## config.mk

```make
export PLATFORM = sky130hd
export DESIGN_NAME = ppx_palette
export DESIGN_NICKNAME = d
export VERILOG_FILES = /design/src/hdl/assert_macros.svh /design/src/hdl/ppx_pkg.sv /design/src/hdl/ppx_palette.sv
export SDC_FILE = /design/constraint.sdc
export NUM_CORES = 2
export LEC_CHECK = 0
export BUFFER_PORTS_ARGS = -buffer_cell sky130_fd_sc_hd__clkbuf_2
export CORE_UTILIZATION = 57
export DETAILED_ROUTE_END_ITERATION = 8
export PLACE_DENSITY_LB_ADDON = 0.08
export SKIP_CTS_REPAIR_TIMING = 1
export SLEW_MARGIN = 15
export SYNTH_ARGS = -nofsm -noshare
export SYNTH_HDL_FRONTEND = slang
export SYNTH_SLANG_ARGS = --single-unit
export TNS_END_PERCENT = 50
```

## constraint.sdc

```tcl
create_clock -name aclk -period 2.4 [get_ports aclk]
set_clock_uncertainty 0.1 [all_clocks]
set_input_delay 0.24 -clock aclk [delete_from_list [all_inputs] [get_ports aclk]]
set_output_delay 0.24 -clock aclk [all_outputs]
set_load 0.02 [all_outputs]
```

## src/hdl/assert_macros.svh

```systemverilog
// Assertion helpers shared by the RTL. In synthesis builds they expand to nothing.
`ifndef ASSERT_MACROS_SVH
`define ASSERT_MACROS_SVH

`ifndef SYNTHESIS

// The property holds at every clock edge outside reset.
`define PPX_ASSERT_ALWAYS(label, clk, rstn, expr) \
    label: assert property (@(posedge clk) disable iff (!rstn) (expr)) \
        else $error("assertion failed");

// When the antecedent holds, the consequent holds in the next cycle.
`define PPX_ASSERT_NEXT(label, clk, rstn, ante, cons) \
    label: assert property (@(posedge clk) disable iff (!rstn) (ante) |=> (cons)) \
        else $error("assertion failed");

`else

`define PPX_ASSERT_ALWAYS(label, clk, rstn, expr)
`define PPX_ASSERT_NEXT(label, clk, rstn, ante, cons)

`endif

`endif

```

## src/hdl/ppx_pkg.sv

```systemverilog
`timescale 1ns / 1ps

package ppx_pkg;

    localparam int MAX_INDEX_BITS_DEFAULT = 8;

    localparam int PAL_DEPTH   = 256;
    localparam int PAL_ADDR_W  = 8;
    localparam int COLOR_W     = 16;
    localparam int CHAN_W      = 8;
    localparam int BYTE_W      = 8;
    localparam int IB_W        = 4;
    localparam int PPF_W       = 24;
    localparam int CFG_INDEX_W = 3;
    localparam int CFG_DATA_W  = 24;
    localparam int RUN_W       = 4;
    localparam int MAX_RUN     = 8;

    localparam logic KIND_PALETTE = 1'b0;
    localparam logic KIND_DATA    = 1'b1;

    typedef enum logic [CFG_INDEX_W-1:0] {
        CFG_INDEX_BITS       = 3'd0,
        CFG_PIXELS_PER_FRAME = 3'd1,
        CFG_MASK_RED         = 3'd2,
        CFG_MASK_GREEN       = 3'd3,
        CFG_MASK_BLUE        = 3'd4
    } cfg_reg_e;

    // Commands from the sequencer to the unpack unit.
    typedef struct packed {
        logic load;
        logic clear;
        logic step;
    } ppx_unpack_cmd_t;

    // Status from the unpack unit back to the sequencer.
    typedef struct packed {
        logic                  avail;
        logic                  more;
        logic [PAL_ADDR_W-1:0] index;
    } ppx_unpack_sts_t;

endpackage

```

## src/hdl/ppx_palette.sv

```systemverilog
`timescale 1ns / 1ps

module ppx_palette (
    input  logic                          aclk,
    input  logic                          wr_en,
    input  logic [ppx_pkg::PAL_ADDR_W-1:0] wr_addr,
    input  logic [ppx_pkg::COLOR_W-1:0]    wr_data,
    input  logic                          rd_en,
    input  logic [ppx_pkg::PAL_ADDR_W-1:0] rd_addr,
    output logic [ppx_pkg::COLOR_W-1:0]    rd_data
);
    import ppx_pkg::*;

    logic [COLOR_W-1:0] mem [PAL_DEPTH];
    logic [COLOR_W-1:0] rd_data_reg;

    always_ff @(posedge aclk) begin
        if (wr_en) begin
            mem[wr_addr] <= wr_data;
        end
    end

    always_ff @(posedge aclk) begin
        if (rd_en) begin
            rd_data_reg <= mem[rd_addr];
        end
    end

    assign rd_data = rd_data_reg;

endmodule

```

# ---- After elaboration in Yosys (flattened, before gate mapping)
# Memory sizes are Yosys's and may differ from the RTL's. A register that Yosys moved wholly into a read port is not among the register bits.
# Cells that the tools add are included.
dict set report totals {
  register_bits 0
  ram_bits 4096
  wordCells 3
  memories 1
  input_bits 35
}
# name words word_bits read_ports rd_ports_with_merged_regs wr line_no
set mem_list {}
lappend mem_list {mem 256 16 1 1 1 ppx_palette.sv:14} ;# logic [COLOR_W-1:0] mem [PAL_DEPTH];
dict set report classes {
  mux 2
}
# op count
set op_table {}
lappend op_table {{$mux W1} 2}

# ---- Longest topological paths before layout
dict set report logic_depth {
  depth_word 2
  ltp_mapped 12
  ltp_nobuf 6
}

# ---- Least setup slack after synthesis
# No wires, ideal clock.
dict set report synth_path {
  path_type {input to register}
  start {input rd_addr[0] (netlist bit)}
  end {register rd_data_reg[4], in the netlist rd_data[4], read port of mem, data pin}
  t_required_ps 2035
  setup_ps 265
  cell_stages 8
  path_slack_ps -189
  path_buffers 3
  arrival_time_ps 2224
  path_cell_list {buf_6 > buf_6 > buf_2 > mux4_2 > mux4_2 > a22o_1 > o32ai_2 > nor4_2}
}
# element line_no
set synth_rtl {}
lappend synth_rtl {{start: declaration} ppx_palette.sv:9} ;# input logic [ppx_pkg::PAL_ADDR_W-1:0] rd_addr,
lappend synth_rtl {{end: declaration} ppx_palette.sv:15} ;# logic [COLOR_W-1:0] rd_data_reg;

==> metrics.csv <==
metric;value;unit
run_status;finished with violations;
violations;negative setup slack;
cp.arrival;3.41;ns
wl;425000;µm
yosys_warnings;0;
hold_path.class;input pin to flip-flop;
nFillCells;17438;
clock_sinks;4112;
hpwl;266000;µm
critPathSlowestCell;mux4_2;
tightestPinTransition;0.932;ns
clkTransAtPathRegs;0.06;ns
post-route-min-period;2.81;ns
cts_tree;built;
power.density;797;nW/µm²
die_area;281000;µm²
nNetsFinal;8538;
cp.required;3.00;ns
largest_register_ffs;4096;
gr-total-overflow;0;
wl_per_cell;33.8;µm
synth.avg_cell_area;21.6;µm²
critPathKind;flip-flop to flip-flop;
cp-startpoint;mem[20][11]$_DFFE_PP_;
grt_max_degree;103;
synth_cell_types;51;
fmax;355;MHz
critPathTopFamily;multiplexers;
cp_cell_sequence;mux4_2, mux4_2, a22o_4, o32ai_4, buf_6, nor4_4;
fin_ws;-0.413;ns
drc;0;
regArea;123000;µm²
synth_top_area_share;77.7;%
relSlewSlack;37.6;%
synth.most_common_cell;edfxtp_1;
use_met3;5.34;%
grt_pass1_vias;80996;
syn-num-nets;7395;
start_kind;flip-flop;
min_from;wr_addr[6];
io_buffers;50;
use_met1;44.0;%
drive_above_1_share;31.8;%
fin_tns_setup;-4.33;ns
synthArstFlopShare;0;%
finalWeightedCongestion;0.937;
grt_use_total;30.5;%
power.leakage;61.6;nW
cp_slowest_stage_delay;0.57;ns
yosys.area.top_type;edfxtp_1;
via_per_inst;6.52;
end_kind;flip-flop;
start_util;57.4;%
antenna_found_initial;17;
seq_area_frac_synth;77.7;%
coreArea;277000;µm²
design_area;189000;µm²
io-pin-count;51;
cts_buffer_depth;4;
drt_pre_antenna_iters;5;
gr-max-usage-layer;met2;
grtUsageMet2;47.4;%
cts_root_buf;clkbuf_16;
rsz0062_at_grt;true;
synth-main-ff-cell;edfxtp_1;
vias;81962;
rr_startpoint;mem[20][11]$_DFFE_PP_;
syn_inst;7360;
ir_drop;0.672;mV
clock_latency;0.97;ns
cts-buffers-inserted;406;
hold_viol;0;
die_w;530;µm
grt_pass1_wl;601000;µm
fin_cells;12567;
area_growth;19.0;%
placedCellCount;11784;
h-tree-depth;5;
drt_iter0_markers;10368;
path_buf_inv;1;
rows;193;
synth_edf_count;4112;
drv_cap;0;
worst_path_most_repeated_cell;mux4_2;
multiInputGateArea;33600;µm²
path_max_fanout;1;
synth_top_cells_by_count;4112 x edfxtp_1, 797 x mux4_2, 565 x mux2i_1;
total_power;151;mW
drv_slew;0;
fp.dieH;530;µm
netlist_area;159000;µm²
synth.area.top_cells;edfxtp_1 78%, mux4_2 11%, mux2i_1 3.6%, o221ai_1 1.4%, nor2_1 0.72%;
finalSetupViolCount;16;
min_period_over_period;117;%
ys_ff_latch;4112;
postPlaceCellArea;175000;µm²
drtAntennaViolNets;0;
==> per-layer routing <==
layer / share of wire, % / wire length [µm]
met1: 40 / 169000
met3: 9.0 / 38100
met4: 4.0 / 16800
met5: 0 / 0
met2: 47 / 201000
==> final timing paths <==
check | to | slack [ns] | cells after the start
worst max register to register | rd_data[11]$_DFFE_PP_ | -0.41 | 6
worst min register to register | rd_data[2]$_DFFE_PP_ | 1.13 | 5
worst min-delay path | mem[230][9]$_DFFE_PP_ | 0.09 | 5
worst max-delay path | rd_data[11]$_DFFE_PP_ | -0.41 | 6
==> power by group <==
| group | leakage, nW | switching [mW] | internal (mW) |
|---|---|---|---|
| combinational | 18.2 | 5.24 | 3.48 |
| clock | 6.39 | 26.6 | 36.0 |
| sequential | 37.0 | 0.119 | 79.2 |
| total | 61.6 | 32.0 | 119 |
==> worst register-to-register path, cell delays in order, from the launching register on <==
cell and delay, ns:
edfxtp_1 0.39, mux4_2 0.46, mux4_2 0.57, a22o_4 0.31
o32ai_4 0.51, buf_6 0.19, nor4_4 0.03
==> placed cells by master, fill, tap and decap left out, drive strengths merged, types with 17 or more instances in the layout <==
| cell type | count |
|---|---|
| o221ai | 253 |
| bufinv | 42 |
| nor3 | 92 |
| nand4 | 26 |
| o22ai | 148 |
| dlygate4sd3 | 17 |
| clkinv | 198 |
| clkbuf | 518 |
| a211oi | 18 |
| a221oi | 28 |
| a22o | 32 |
| edfxtp | 4112 |
| a21oi | 175 |
| o32ai | 21 |
| a22oi | 43 |
| mux2 | 88 |
| nor4 | 18 |
| nand3 | 35 |
| mux2i | 565 |
| mux4 | 797 |
| nor2 | 304 |
| o21ai | 38 |
| nand2 | 38 |
| buf | 1139 |
==> logic make-up after synthesis <==
kind of cell	count (synthesis)	share of synthesized area, %
AO/OA/AOI/OAI	786	3.53
multiplexers	1450	15.5
buffers and inverters	456	1.69
AND/OR/NAND/NOR	556	1.57
flip-flops	4112	77.7
==> area by class of cell <==
class,instances,area share (%)
sequential,4112,65.3
multi-input combinational,2792,17.8
clock buffer,487,5.60
clock inverter,266,1.32
tap,3705,2.45
antenna,14,0.0185
inverter,4,0.0146
timing repair buffer,1187,7.46
==> per-stage QoR <==
| stage | setup WS, ns | hold WS [ns] | utilization [%] |
|---|---|---|---|
| after CTS | -1.00 | -0.470 | 68.0 |
| after detailed placement | -1.58 | 0.557 | 63.3 |
| after global routing | -0.419 | 0.0704 | 68.3 |
| after floorplan | -0.105 | 0.239 | - |
| after global placement | -1.54 | 0.547 | 63.3 |
| final | -0.413 | 0.0911 | 68.3 |
Power figures use the tool's default switching activity.
