[src/hdl/assert_macros.svh]
// Assertion helpers shared by the RTL. In synthesis builds they expand to nothing.
`ifndef ASSERT_MACROS_SVH
`define ASSERT_MACROS_SVH

`ifndef SYNTHESIS

// The property holds at every clock edge outside reset.
`define PPX_ASSERT_ALWAYS(label, clk, rstn, expr) \
    label: assert property (@(posedge clk) disable iff (!rstn) (expr)) \
        else $error("assertion failed");

// When the antecedent holds, the consequent holds in the next cycle.
`define PPX_ASSERT_NEXT(label, clk, rstn, ante, cons) \
    label: assert property (@(posedge clk) disable iff (!rstn) (ante) |=> (cons)) \
        else $error("assertion failed");

`else

`define PPX_ASSERT_ALWAYS(label, clk, rstn, expr)
`define PPX_ASSERT_NEXT(label, clk, rstn, ante, cons)

`endif

`endif

[src/hdl/ppx_pkg.sv]
`timescale 1ns / 1ps

package ppx_pkg;

    localparam int MAX_INDEX_BITS_DEFAULT = 8;

    localparam int PAL_DEPTH   = 256;
    localparam int PAL_ADDR_W  = 8;
    localparam int COLOR_W     = 16;
    localparam int CHAN_W      = 8;
    localparam int BYTE_W      = 8;
    localparam int IB_W        = 4;
    localparam int PPF_W       = 24;
    localparam int CFG_INDEX_W = 3;
    localparam int CFG_DATA_W  = 24;
    localparam int RUN_W       = 4;
    localparam int MAX_RUN     = 8;

    localparam logic KIND_PALETTE = 1'b0;
    localparam logic KIND_DATA    = 1'b1;

    typedef enum logic [CFG_INDEX_W-1:0] {
        CFG_INDEX_BITS       = 3'd0,
        CFG_PIXELS_PER_FRAME = 3'd1,
        CFG_MASK_RED         = 3'd2,
        CFG_MASK_GREEN       = 3'd3,
        CFG_MASK_BLUE        = 3'd4
    } cfg_reg_e;

    // Commands from the sequencer to the unpack unit.
    typedef struct packed {
        logic load;
        logic clear;
        logic step;
    } ppx_unpack_cmd_t;

    // Status from the unpack unit back to the sequencer.
    typedef struct packed {
        logic                  avail;
        logic                  more;
        logic [PAL_ADDR_W-1:0] index;
    } ppx_unpack_sts_t;

endpackage

[src/hdl/ppx_unpack.sv]
`timescale 1ns / 1ps

module ppx_unpack #(
    parameter int MAX_INDEX_BITS = ppx_pkg::MAX_INDEX_BITS_DEFAULT
) (
    input  logic                                  aclk,
    input  logic                                  aresetn,
    input  ppx_pkg::ppx_unpack_cmd_t              cmd,
    input  logic [ppx_pkg::BYTE_W-1:0]            data_byte,
    input  logic [$clog2(MAX_INDEX_BITS+1)-1:0]   nb,
    output ppx_pkg::ppx_unpack_sts_t              sts
);
    import ppx_pkg::*;

    localparam int AccW  = MAX_INDEX_BITS + 7;
    localparam int HeldW = $clog2(MAX_INDEX_BITS + 8);

    logic [AccW-1:0]  acc_reg, acc_next;
    logic [HeldW-1:0] held_reg, held_next;

    logic [AccW-1:0]  acc_base;
    logic [HeldW-1:0] held_base;
    logic [HeldW:0]   held_sum;
    logic [HeldW-1:0] held_after;
    logic [AccW-1:0]  shifted;
    logic [AccW-1:0]  field;

    // One index is pulled per step: the shared shifter aligns the top unread
    // field to bit zero and the mask keeps only the index width.
    always_comb begin
        acc_base   = cmd.clear ? '0 : acc_reg;
        held_base  = cmd.clear ? '0 : held_reg;
        held_sum   = {1'b0, held_base} + (HeldW+1)'(BYTE_W);
        held_after = held_reg - HeldW'(nb);
        shifted    = acc_reg >> held_after;
        field      = shifted & ~({AccW{1'b1}} << nb);

        acc_next  = acc_reg;
        held_next = held_reg;
        if (cmd.load) begin
            acc_next = AccW'({acc_base, data_byte});
            if (held_sum > (HeldW+1)'(AccW)) begin
                held_next = HeldW'(AccW);
            end else begin
                held_next = held_sum[HeldW-1:0];
            end
        end else if (cmd.step) begin
            acc_next  = acc_reg & ~({AccW{1'b1}} << held_after);
            held_next = held_after;
        end
    end

    always_ff @(posedge aclk) begin
        if (!aresetn) begin
            acc_reg  <= '0;
            held_reg <= '0;
        end else begin
            acc_reg  <= acc_next;
            held_reg <= held_next;
        end
    end

    assign sts.avail = held_reg >= HeldW'(nb);
    assign sts.more  = held_after >= HeldW'(nb);
    assign sts.index = field[PAL_ADDR_W-1:0];

endmodule

[config.mk]
export PLATFORM = sky130hd
export DESIGN_NAME = ppx_unpack
export DESIGN_NICKNAME = d
export VERILOG_FILES = /design/src/hdl/assert_macros.svh /design/src/hdl/ppx_pkg.sv /design/src/hdl/ppx_unpack.sv
export SDC_FILE = /design/constraint.sdc
export NUM_CORES = 1
export LEC_CHECK = 0
export BUFFER_PORTS_ARGS = -buffer_cell sky130_fd_sc_hd__buf_4
export CELL_PAD_IN_SITES_DETAIL_PLACEMENT = 1
export CELL_PAD_IN_SITES_GLOBAL_PLACEMENT = 2
export CORE_AREA = 2 2 69 71
export CTS_BUF_LIST = sky130_fd_sc_hd__clkbuf_4
export CTS_CLUSTER_DIAMETER = 80
export DETAILED_ROUTE_END_ITERATION = 8
export DIE_AREA = 0 0 71 73
export GPL_ROUTABILITY_DRIVEN = 1
export PLACE_DENSITY_LB_ADDON = 0.1
export SETUP_SLACK_MARGIN = 0.2
export SYNTH_ARGS = -nofsm -noshare
export SYNTH_HDL_FRONTEND = slang
export SYNTH_SLANG_ARGS = --single-unit
export TNS_END_PERCENT = 100
[constraint.sdc]
create_clock -name aclk -period 7.5 [get_ports aclk]
set_input_delay 0.75 -clock aclk [delete_from_list [all_inputs] [get_ports aclk]]
set_output_delay 0.75 -clock aclk [all_outputs]
set_load 0.02 [all_outputs]
-- Word level (Yosys, flattened, before mapping)
Cells that the tools add are included.
- flip-flop bits (word level): 19
- input port bits: 17
- logic and storage cells: 22
- $add $sub $neg: 2
- order comparisons: 3
- shift-type cells: 3
- mux-type cells: 7
- bitwise operators: 4
- reductions and logical operators: 1
- operator list (cell ; number):
    15-bit two-way mux ; 2
    4-bit two-way mux ; 4
    15-bit AND ; 1
    15-bit NOT ; 1
    15-bit by 4-bit left shift with 15-bit output (first input constant) ; 1
    15-bit by 4-bit left shift with 8-bit output (first input constant) ; 1
    15-bit by 4-bit >> shifter with 8-bit output ; 1
    8-bit AND ; 1
    4-bit greater-or-equal comparator ; 2
    8-bit NOT ; 1
    7-bit two-way mux ; 1
    4-bit by 4-bit adder with 5-bit output (second input constant) ; 1
    5-bit by 4-bit greater-than comparator with 1-bit output (second input constant) ; 1
    4-bit subtractor ; 1
    2-bit nonzero test ; 1

-- Longest topological paths before layout
Gate-level depths: netlist of run 1.
- depth in word-level cells: 6
- mapped depth: 11

-- Worst setup path before layout of run 1
OpenSTA, ideal clock, no wires.
- path type: input -> output
- start point: input port nb[0]
- end point: output port sts[1] (netlist name)
- arrival time: 2.708 ns
- path slack: 4.042 ns
- stages on the path: 6
- buffers on the path: 1
- cells stage by stage: ha_1 > fa_1 > buf_2 > mux4_2 > mux4_2 > o31a_1
- RTL lines (what ; RTL line ; text):
    start: declaration ; ppx_unpack.sv:10 ; input logic [$clog2(MAX_INDEX_BITS+1)-1:0] nb,
    end: declaration ; ppx_unpack.sv:11 ; output ppx_pkg::ppx_unpack_sts_t sts

==> summary.md, run 1 <==
| Metric | Value |
|---|---|
| Aggregate negative setup slack | `0 ns` |
| Avg Cell Area, Syn | `9.189 um2` |
| Part of the Yosys area used for sequential elements | `22.62%` |
| Layout cells sized above 1 | `24.88%` |
| Final nets | `228` |
| Max Slew Vio Count | `0` |
| NetSw | `146.0 uW` |
| Unrepaired setup endpoints after global routing | `false` |
| Internal power | `203.4 uW` |
| Worst setup SP type | `input pin` |
| Post-synth EDFFs | `0` |
| Worst EP arrival | `3.49 ns` |
| Worst slew margin | `46.58%` |
| Comb power frac | `52.2%` |
| I/O Pins | `27` |
| WL/cell | `18.76 um` |
| Worst Hold Class | `reg2reg` |
| Lkg Pwr | `0.7810 nW` |
| Die Y | `73 um` |
| Initial core utilization | `37.08%` |
| Placement Rows | `25` |
| Worst-path fanout max | `16` |
| Setup-failing EPs final | `0` |
| Final cell count without fillers | `255` |
| Vias per inst | `6.004` |
| Clk buf depth | `2` |
| TritonCTS Buffers | `3` |
| Async set or reset register ratio after synthesis | `0%` |
| Fill cell count | `533` |
| DRT iter0 DRCs | `40` |
| Clk root buf | `clkbuf_4` |
| Slew of the pin with the lowest slew margin | `0.8006 ns` |
| Nature of the critical path endpoint | `output port` |
| YS warnings | `0` |
| Worst-path clk slew | `0.11 ns` |
| Die area | `5183 um2` |
| Post-Syn Instances | `183` |
| Max capacitance violation total | `0` |
| Post-CTS sizing | `0` |
| Distinct cells, synth | `46` |
| Primary FF master, synth | `dfxtp_1` |
| Layout area overhead | `12.57%` |
| Drt first pass iters | `4` |
| Hold WS | `0.5245 ns` |
| Max Clk Rate | `235.8 MHz` |
| Chip Width | `71 um` |
| Final-report hold violation count | `0` |
| Final worst path period share | `56.54%` |
| IR Drop Worst-Case VDD | `0.08084 mV` |
| Global-route wire length before repair | `8128 um` |
| DRC violations left | `0` |
| Antenna violations before repair | `0` |
| Clk sinks | `19` |
| Reg power frac | `32.6%` |
| Final setup margin | `3.260 ns` |
| Detailed-route via count | `1,531` |
| Sw frac | `41.79%` |
| Grt ovf | `0` |
| Vias in the first global route | `1,583` |
| Syn Std Cell Area | `1682 um2` |
| Port bufs | `26` |
| CP Class | `in2out` |
| Total track usage | `19.80%` |
| Syn_nets | `209` |
| Place WS | `3.235 ns` |
| Clock network power share | `15.2%` |
| Status | `finished, final reports clean` |
| Flops & latches, synth | `19` |
| Post-CTS Setup Inserts | `0` |
| Worst skew pair latency | `0.30 ns` |
| Ant diodes | `0` |
| Minimum clock period | `4.240 ns` |
| Hold Buf Count CTS | `0` |
| Power Dens Cells | `184.6 nW/um2` |
| CP Data Required Time | `6.75 ns` |
| Largest net degree at the start of global routing | `21` |
| Antenna viol nets, final | `0` |
| H-tree depth | `1` |
| CTS tree | `built` |
| Routability Congestion | `0.7767` |
| Placed insts | `251` |
| Post-DP HPWL | `3832 um` |
| Core area | `4536 um2` |
| Final wirelength | `4784 um` |
| Post-layout util | `41.74%` |
| Max FFs per register | `15` |
| Clk_skew | `0.001316 ns` |
worst paths after layout:
| check | start | endpoint | slack [ns] | cells after the start |
|---|---|---|---|---|
| setup / recovery | nb[0] | sts[1] | 3.26 | 9 |
| hold / removal | held_reg[2] | held_reg[2] | 0.52 | 2 |
| setup reg to reg | held_reg[0] | acc_reg[10] | 4.68 | 7 |
| hold reg to reg | held_reg[2] | held_reg[2] | 0.52 | 2 |
synth_stat cells, types with 3 or more instances:
cell type  instances  area (um2)
nor2_1             8       30.03
mux2i_1           12       120.1
a21oi_1           13       65.06
nor2b_1            5       31.28
nand2_1           16       60.06
ha_1               8       100.1
mux4_2             9       202.7
dfxtp_1           19       380.4
a32o_1             7       70.07
clkbuf_1           5       18.77
nand3_1            6       30.03
nand2b_1           3       18.77
nand3b_1           3       22.52
buf_2              5       25.02
o21ai_0           10       50.05
a211oi_1           5       37.54
inv_1              9       33.78
a21boi_0           3       22.52
metal layers:
| metal | GRT usage [%] | part of all wire (%) | vias to the layer above |
|---|---|---|---|
| li1 | - | - | 730 |
| met5 | 0 | 0 | - |
| met4 | 5.031 | 0.88 | 0 |
| met3 | 1.796 | 3.4 | 4 |
| met2 | 35.51 | 51 | 35 |
| met1 | 25.66 | 45 | 762 |
logic make-up after synthesis:
family	count (synthesis)	synth area share (%)
AO/OA/AOI/OAI	59	25.45
AND/OR/NAND/NOR	49	16.07
buffers and inverters	23	7.366
multiplexers	22	19.87
flip-flops	19	22.62
adder cells (fa/ha/maj)	9	7.143
XOR/XNOR	2	1.488
worst max-delay path, stage by stage:
cell and delay (ns):
buf_4 0.14, ha_1 0.23, fa_1 0.91, inv_1 0.36
a211oi_1 0.25, a21oi_1 0.08, mux4_2 0.48, o31a_1 0.11
buf_4 0.15
power by group through the flow:
stage | Sequential [mW] | Combinational, mW | Clock (mW)
6_report | 0.114 | 0.182 | 0.0532
5_1_grt | 0.115 | 0.201 | 0.0590
4_1_cts | 0.114 | 0.185 | 0.0546
3_5_place_dp | 0.116 | 0.185 | 0
3_3_place_gp | 0.116 | 0.180 | 0
2_1_floorplan | 0.113 | 0.141 | 0
placed cells by master (no fill, tap or decap), types with 2 or more instances in the layout:
master    count
buf_4        27
dfxtp_1      19
nand2_1      16
a21oi_1      13
mux2i_1      12
o21ai_0      10
inv_1         9
mux4_2        9
nor2_1        8
ha_1          8
a32o_1        7
nand3_1       6
nor2b_1       5
a211oi_1      5
a21boi_0      3
nand2b_1      3
nand3b_1      3
clkbuf_4      3
and3_1        2
a221oi_1      2
o22ai_1       2
o21a_1        2
a32oi_1       2
a22o_1        2
a31oi_1       2
a31o_2        2
per-stage QoR:
| stage | instance area, um2 | power [mW] |
|---|---|---|
| 2_1_floorplan | 1682 | 0.2534 |
| 3_3_place_gp | 1866 | 0.2962 |
| 3_5_place_dp | 1866 | 0.3008 |
| 4_1_cts | 1893 | 0.3536 |
| 5_1_grt | 1893 | 0.3751 |
| 6_report | 1893 | 0.3494 |
cell type report:
type	count	area, um2	area share (%)
sequential	19	380.4	20.09
multi-input combinational	141	1177	62.19
tap	54	67.56	3.569
clock buffer	3	22.52	1.190
clock inverter	1	5.005	0.2644
inverter	10	37.54	1.983
timing repair buffer	27	202.7	10.71
(Power assumes the default switching activity.)
==> run 2: changes to the inputs <==
--- a/config.mk
+++ b/config.mk
@@ -8,11 +8,11 @@
 export BUFFER_PORTS_ARGS = -buffer_cell sky130_fd_sc_hd__buf_4
 export CELL_PAD_IN_SITES_DETAIL_PLACEMENT = 1
 export CELL_PAD_IN_SITES_GLOBAL_PLACEMENT = 2
-export CORE_AREA = 2 2 69 71
+export CORE_AREA = 2 2 76 78
 export CTS_BUF_LIST = sky130_fd_sc_hd__clkbuf_4
 export CTS_CLUSTER_DIAMETER = 80
 export DETAILED_ROUTE_END_ITERATION = 8
-export DIE_AREA = 0 0 71 73
+export DIE_AREA = 0 0 78 80
 export GPL_ROUTABILITY_DRIVEN = 1
 export PLACE_DENSITY_LB_ADDON = 0.1
 export SETUP_SLACK_MARGIN = 0.2
==> constraint.sdc (replaced) <==
create_clock -name aclk -period 3.72 [get_ports aclk]
set_input_delay 0.372 -clock aclk [delete_from_list [all_inputs] [get_ports aclk]]
set_output_delay 0.372 -clock aclk [all_outputs]
set_load 0.02 [all_outputs]
==> run 2 against run 1 <==
Critical path type is now reg2out. Sequential power increased by 100%. Global-route usage shrank 2.9 points. Core utilization decreased by 5.6 points. Critical path depth shrank 1. Final cell count rose by 8.6%. Sequential share of layout area shrank 0.63 points. Die area grew 20%. Highest routed layer unchanged. Cell area is 3.2% higher. Count of clock-buffer cells in the layout rose by 1. Largest cell class unchanged. Setup slack worse by 2.8 ns. Clock power rose by 110%. Non-clock buffer count is 4 higher.
==> summary.md, run 2 (same netlist as run 1, synthesis figures left out) <==
| Metric | Value |
|---|---|
| TritonCTS Buffers | `3 (unchanged)` |
| Critical Path Sink | `sts[0] (was sts[1])` |
| Post-DP HPWL | `3918 um (was 3832 um)` |
| Chip Width | `78 um (was 71 um)` |
| Clk_skew | `0.008191 ns (was 0.001316 ns)` |
| Drt first pass iters | `4 (unchanged)` |
| Worst r2r src | `held_reg[0] (unchanged)` |
| CP Launch Point | `held_reg[0] (was nb[0])` |
| Vias per inst | `5.628 (was 6.004)` |
| Routability Congestion | `0.7758 (was 0.7767)` |
| Power Dens Cells | `372.1 nW/um2 (was 184.6 nW/um2)` |
| Slew of the pin with the lowest slew margin | `0.6346 ns (was 0.8006 ns)` |
| Final nets | `232 (was 228)` |
| Crit path top cell by count | `buf_4 (unchanged)` |
| Core area | `5405 um2 (was 4536 um2)` |
| H-tree depth | `1 (unchanged)` |
| Largest net degree at the start of global routing | `21 (unchanged)` |
| Commonest non-fill, non-tap cell in the layout | `buf_4 (unchanged)` |
| Initial core utilization | `31.11% (was 37.08%)` |
| Worst setup SP type | `flop (was input pin)` |
| Die Y | `80 um (was 73 um)` |
| Final wirelength | `4902 um (was 4784 um)` |
| Hold Buf Count CTS | `0 (unchanged)` |
| Worst slew margin | `57.69% (was 46.58%)` |
| Antenna violations before repair | `0 (unchanged)` |
| I/O Pins | `27 (unchanged)` |
| Lkg Pwr | `0.7951 nW (was 0.7810 nW)` |
| Port bufs | `26 (unchanged)` |
| Unrepaired setup endpoints after global routing | `false (unchanged)` |
| Antenna viol nets, final | `0 (unchanged)` |
| Vias in the first global route | `1,621 (was 1,583)` |
| Worst R2R End | `acc_reg[10] (unchanged)` |
| FF-to-FF path depth | `7 (unchanged)` |
| Max capacitance violation total | `0 (unchanged)` |
| IR Drop Worst-Case VDD | `0.2335 mV (was 0.08084 mV)` |
| Worst-path fanout max | `16 (unchanged)` |
| Worst-path clk slew | `0.11 ns (about the same)` |
| Max Slew Vio Count | `0 (unchanged)` |
| Detailed-route via count | `1,559 (was 1,531)` |
| Max Clk Rate | `304.8 MHz` |
| Final setup margin | `0.4389 ns (was 3.260 ns)` |
| Ant diodes | `0 (unchanged)` |
| Multi-input gate area | `1180 um2 (was 1177 um2)` |
| Total track usage | `16.88% (was 19.80%)` |
| Clk root buf | `clkbuf_4 (unchanged)` |
| Setup-failing EPs final | `0 (unchanged)` |
| Layout area overhead | `16.22% (was 12.57%)` |
| Slowest-stage cell, CP | `ha_1 (was fa_1)` |
| Status | `finished, final reports clean (unchanged)` |
| CP Cell Sequence | `inv_1, ha_1, buf_4, mux2i_1, o21ai_0, mux4_2, o41a_1, buf_4 (was buf_4, ha_1, fa_1, inv_1, a211oi_1, a21oi_1, mux4_2, o31a_1, buf_4)` |
| Most frequent cells in the layout | `31 x buf_4, 19 x dfxtp_1, 16 x nand2_1, 13 x a21oi_1, 12 x mux2i_1 (was 27 x buf_4, 19 x dfxtp_1, 16 x nand2_1, 13 x a21oi_1, 12 x mux2i_1)` |
| Placement Rows | `27 (was 25)` |
| Worst EP arrival | `2.91 ns (was 3.49 ns)` |
| Final worst path period share | `88.20%` |
| Clk sinks | `19 (unchanged)` |
| Aggregate negative setup slack | `0 ns (unchanged)` |
| R2R Setup Slk | `1.37 ns (was 4.68 ns)` |
| CTS tree | `built (unchanged)` |
| Nature of the critical path endpoint | `output port (unchanged)` |
| CP Class | `reg2out (was in2out)` |
| Layout cells sized above 1 | `27.32% (was 24.88%)` |
| Global-route wire length before repair | `8280 um (was 8128 um)` |
| CP Data Required Time | `3.35 ns (was 6.75 ns)` |
| Final-report hold violation count | `0 (unchanged)` |
| Worst Hold Class | `in2reg (was reg2reg)` |
| Max FFs per register | `15 (unchanged)` |
| Worst path max stage delay | `0.69 ns (was 0.91 ns)` |
| Worst skew pair latency | `0.30 ns (about the same)` |
| Die area | `6240 um2 (was 5183 um2)` |
| Minimum clock period | `3.281 ns` |
| WL/cell | `17.70 um (was 18.76 um)` |
| Storage element area | `380.4 um2 (unchanged)` |
| DRT iter0 DRCs | `47 (was 40)` |
| DRC violations left | `0 (unchanged)` |
| Clk buf depth | `2 (unchanged)` |
| Fill cell count | `649 (was 533)` |
| Place WS | `0.5572 ns (was 3.235 ns)` |
| Grt ovf | `0 (unchanged)` |
[run 2: cell types whose count changed in the layout (fill, tap and decap cells not counted), sizes merged]
cell      delta
buf          +4
clkbuf       +1
clkinv       -1
clkinvlp     +1
inv          -1
[run 2: where the power goes]
part,switching [mW],internal [mW],total [mW]
sequential,0.0145,0.215,0.229
combinational,0.218,0.168,0.387
clock,0.0622,0.0490,0.111
[run 2: critical path: cells and delay by family (launching register included)]
kind	cells	cell delay, ns
buffers and inverters	3	0.50
adders and majority gates	1	0.69
AOI/OAI and AO/OA	2	0.27
muxes	2	0.77
DFF	1	0.38
[run 2: layout make-up]
type	count	area share, %
clock buffer	4	1.536
timing repair buffer	31	11.91
tap	72	4.609
inverter	10	2.113
sequential	19	19.46
multi-input combinational	141	60.37
[run 2: stage by stage]
step | hold WS, ns | instance area, um2 | instances | utilization [%] | power (mW)
5_1_grt | 0.2870 | 1954 | 277 | 36.16 | 0.7861
3_5_place_dp | 0.5049 | 1911 | 272 | 35.35 | 0.6168
6_report | 0.2876 | 1954 | 277 | 36.16 | 0.7272
4_1_cts | 0.2772 | 1941 | 276 | 35.90 | 0.7315
3_3_place_gp | 0.4990 | 1911 | 272 | 35.35 | 0.6100
2_1_floorplan | 0.4593 | 1682 | 183 | - | 0.5108
[run 2: repair_timing]
action                                 4_1_cts  5_1_grt
resized for setup                            0        2
setup endpoints to repair                    0        2
buffers inserted                             0        1
endpoints found under the hold margin        0        0
[run 2: how the worst min path moves through the flow]
| stage | startpoint | endpoint | slack [ns] | cells after the start |
|---|---|---|---|---|
| detailed placement | held_reg[2] | held_reg[2] | 0.50 | 2 |
| CTS | data_byte[0] | acc_reg[0] | 0.28 | 3 |
| global route | data_byte[7] | acc_reg[7] | 0.29 | 2 |
| finish | data_byte[2] | acc_reg[2] | 0.29 | 3 |
| floorplan | acc_reg[0] | acc_reg[0] | 0.46 | 2 |
| global placement | held_reg[2] | held_reg[2] | 0.50 | 2 |
[run 2: per-layer routing]
metal / up-vias / global-route usage (%) / routed length [um] / part of all wire, %
met4: 0 / 4.035 / 23 / 0.47
li1: 741 / - / - / -
met1: 774 / 20.94 / 2243 / 46
met3: 2 / 2.262 / 195 / 4.0
met2: 42 / 30.86 / 2439 / 50
met5: - / 0 / 0 / 0
==> run 3: changes to the inputs <==
--- a/config.mk
+++ b/config.mk
@@ -14,6 +14,7 @@
 export DETAILED_ROUTE_END_ITERATION = 8
 export DIE_AREA = 0 0 78 80
 export GPL_ROUTABILITY_DRIVEN = 1
+export GPL_TIMING_DRIVEN = 0
 export PLACE_DENSITY_LB_ADDON = 0.1
 export SETUP_SLACK_MARGIN = 0.2
 export SYNTH_ARGS = -nofsm -noshare
==> run 3 against run 2 <==
Total power up 1.2%. Core utilization increased by 0.74 points. Sequential share of layout area decreased by 0.39 points. Hold slack lost 0.017 ns. Sequential power about the same. Combinational power is 4% higher. Flip-flop and latch count is the same. Final cell count rose by 2.9%. Clock skew about the same.
==> summary.md, run 3 (same netlist as run 1, synthesis figures left out) <==
| Metric | Value |
|---|---|
| Storage element area | `380.4 um2 (unchanged)` |
| Port bufs | `26 (unchanged)` |
| Largest net degree at the start of global routing | `12 (was 21)` |
| Clk buf depth | `2 (unchanged)` |
| Reg power frac | `31.3% (was 31.5%)` |
| Placement Rows | `27 (unchanged)` |
| Die Y | `80 um (unchanged)` |
| Comb power frac | `54.5% (was 53.2%)` |
| Initial core utilization | `31.11% (unchanged)` |
| Post-CTS Setup Inserts | `0 (unchanged)` |
| Worst skew pair latency | `0.30 ns (about the same)` |
| Antenna violations before repair | `0 (unchanged)` |
| CP Data Required Time | `3.35 ns (about the same)` |
| Layout area overhead | `18.60% (was 16.22%)` |
| Ant diodes | `0 (unchanged)` |
| Lkg Pwr | `0.8232 nW (was 0.7951 nW)` |
| TritonCTS Buffers | `3 (unchanged)` |
| R2R Setup Slk | `1.24 ns (was 1.37 ns)` |
| Power Dens Cells | `369.0 nW/um2 (was 372.1 nW/um2)` |
| Sw frac | `41.68% (was 40.56%)` |
| Vias per inst | `5.495 (was 5.628)` |
| WP buf/inv | `3 (unchanged)` |
| Nature of the critical path endpoint | `output port (unchanged)` |
| Final-report hold violation count | `0 (unchanged)` |
| Fill cell count | `662 (was 649)` |
| CP Cell Sequence | `inv_1, ha_1, fa_1, buf_2, mux4_2, mux4_2, o31a_1, buf_4 (was inv_1, ha_1, buf_4, mux2i_1, o21ai_0, mux4_2, o41a_1, buf_4)` |
| H-tree depth | `1 (unchanged)` |
| Max Clk Rate | `301.6 MHz (was 304.8 MHz)` |
| Unrepaired setup endpoints after global routing | `false (unchanged)` |
| Status | `finished, final reports clean (unchanged)` |
| Core area | `5405 um2 (unchanged)` |
| Worst-path fanout max | `7 (was 16)` |
| Total track usage | `17.32% (was 16.88%)` |
| Post-DP HPWL | `4233 um (was 3918 um)` |
| Slowest-stage cell, CP | `mux4_2 (was ha_1)` |
| CP Class | `reg2out (unchanged)` |
| Most frequent cells in the layout | `26 x buf_4, 19 x dfxtp_1, 16 x nand2_1, 13 x a21oi_1, 12 x mux2i_1 (was 31 x buf_4, 19 x dfxtp_1, 16 x nand2_1, 13 x a21oi_1, 12 x mux2i_1)` |
| Clk_skew | `0.007967 ns (was 0.008191 ns)` |
| Worst Hold Class | `in2reg (unchanged)` |
| Clock network power share | `14.2% (was 15.3%)` |
| Commonest non-fill, non-tap cell in the layout | `buf_4 (unchanged)` |
| Global-route wire length before repair | `8424 um (was 8280 um)` |
| Worst EP arrival | `2.94 ns (was 2.91 ns)` |
| Worst-path clk slew | `0.11 ns (about the same)` |
| NetSw | `306.7 uW (was 295.0 uW)` |
| IR Drop Worst-Case VDD | `0.2114 mV (was 0.2335 mV)` |
| Minimum clock period | `3.316 ns (was 3.281 ns)` |
| Max Slew Vio Count | `0 (unchanged)` |
| Internal power | `429.2 uW (was 432.3 uW)` |
| Antenna viol nets, final | `0 (unchanged)` |
| Hold Buf Count CTS | `0 (unchanged)` |
| DRT iter0 DRCs | `51 (was 47)` |
| Aggregate negative setup slack | `0 ns (unchanged)` |
| Routability Congestion | `0.8533 (was 0.7758)` |
| Power, Total | `735.9 uW (was 727.2 uW)` |
| Final worst path period share | `89.13% (was 88.20%)` |
| Vias in the first global route | `1,598 (was 1,621)` |
| Setup-failing EPs final | `0 (unchanged)` |
| Clk root buf | `clkbuf_4 (unchanged)` |
| CTS tree | `built (unchanged)` |
| DRC violations left | `0 (unchanged)` |
| Crit path top cell by count | `mux4_2 (was buf_4)` |
| Worst setup SP type | `flop (unchanged)` |
| WL/cell | `18.25 um (was 17.70 um)` |
| Grt ovf | `0 (unchanged)` |
| Post-CTS sizing | `0 (unchanged)` |
| Drt first pass iters | `4 (unchanged)` |
| Slew of the pin with the lowest slew margin | `0.4974 ns (was 0.6346 ns)` |
| Chip Width | `78 um (unchanged)` |
| Die area | `6240 um2 (unchanged)` |
| Final nets | `240 (was 232)` |
| Max capacitance violation total | `0 (unchanged)` |
| Worst path max stage delay | `0.53 ns (was 0.69 ns)` |
| Detailed-route via count | `1,566 (was 1,559)` |
| Max FFs per register | `15 (unchanged)` |
| Multi-input gate area | `1177 um2 (was 1180 um2)` |
| Worst slew margin | `66.84% (was 57.69%)` |
| I/O Pins | `27 (unchanged)` |
| Layout cells sized above 1 | `26.76% (was 27.32%)` |
| Cell family with most CP delay | `multiplexers (unchanged)` |
| Clk sinks | `19 (unchanged)` |
| Final wirelength | `5201 um (was 4902 um)` |
-- run 3: through the flow --
stage	setup slack [ns]	cells	utilization, %	area (um2)	hold WS [ns]
detailed placement	0.6104	281	36.39	1967	0.5056
CTS	0.3753	285	36.90	1994	0.2606
finish	0.4043	285	36.90	1994	0.2704
global placement	0.6423	281	36.39	1967	0.4962
floorplan	1.018	183	-	1682	0.4593
global route	0.2825	285	36.90	1994	0.2736
-- run 3: layout make-up --
class                           count  area share (%)
Inverter                           10           1.882
Timing Repair Buffer               26           9.787
Multi-Input combinational cell    141           59.03
Sequential cell                    19           19.07
Tap cell                           72           4.517
Buffer                             13           4.329
Clock inverter                      1          0.2509
Clock buffer                        3           1.129
-- run 3: worst paths after layout --
path / startpoint / endpoint / depth (start not counted)
max: held_reg[0] / sts[1] / 8
min: data_byte[2] / acc_reg[2] / 3
max reg2reg: held_reg[0] / acc_reg[10] / 8
min reg2reg: held_reg[2] / held_reg[2] / 2
-- run 3: power groups by stage --
| stage | clock (mW) | combinational (mW) | sequential, mW |
|---|---|---|---|
| 4_1_cts | 0.111 | 0.406 | 0.230 |
| 6_report | 0.105 | 0.401 | 0.230 |
| 3_5_place_dp | 0 | 0.403 | 0.235 |
| 2_1_floorplan | 0 | 0.283 | 0.227 |
| 5_1_grt | 0.119 | 0.438 | 0.232 |
| 3_3_place_gp | 0 | 0.396 | 0.234 |
-- run 3: layer usage --
| metal | routed length [um] | vias to the layer above | track usage [%] | part of all wire [%] |
|---|---|---|---|---|
| li1 | - | 756 | - | - |
| met1 | 2375 | 770 | 21.88 | 46 |
| met2 | 2593 | 34 | 31.64 | 50 |
| met3 | 163 | 6 | 1.584 | 3.1 |
| met4 | 68 | 0 | 4.386 | 1.3 |
| met5 | 0 | - | 0 | 0 |
-- run 3: tightest hold or removal path, cell delays in order --
cell and delay, ns:
buf_4 0.08, a32oi_1 0.04, o21ai_0 0.06
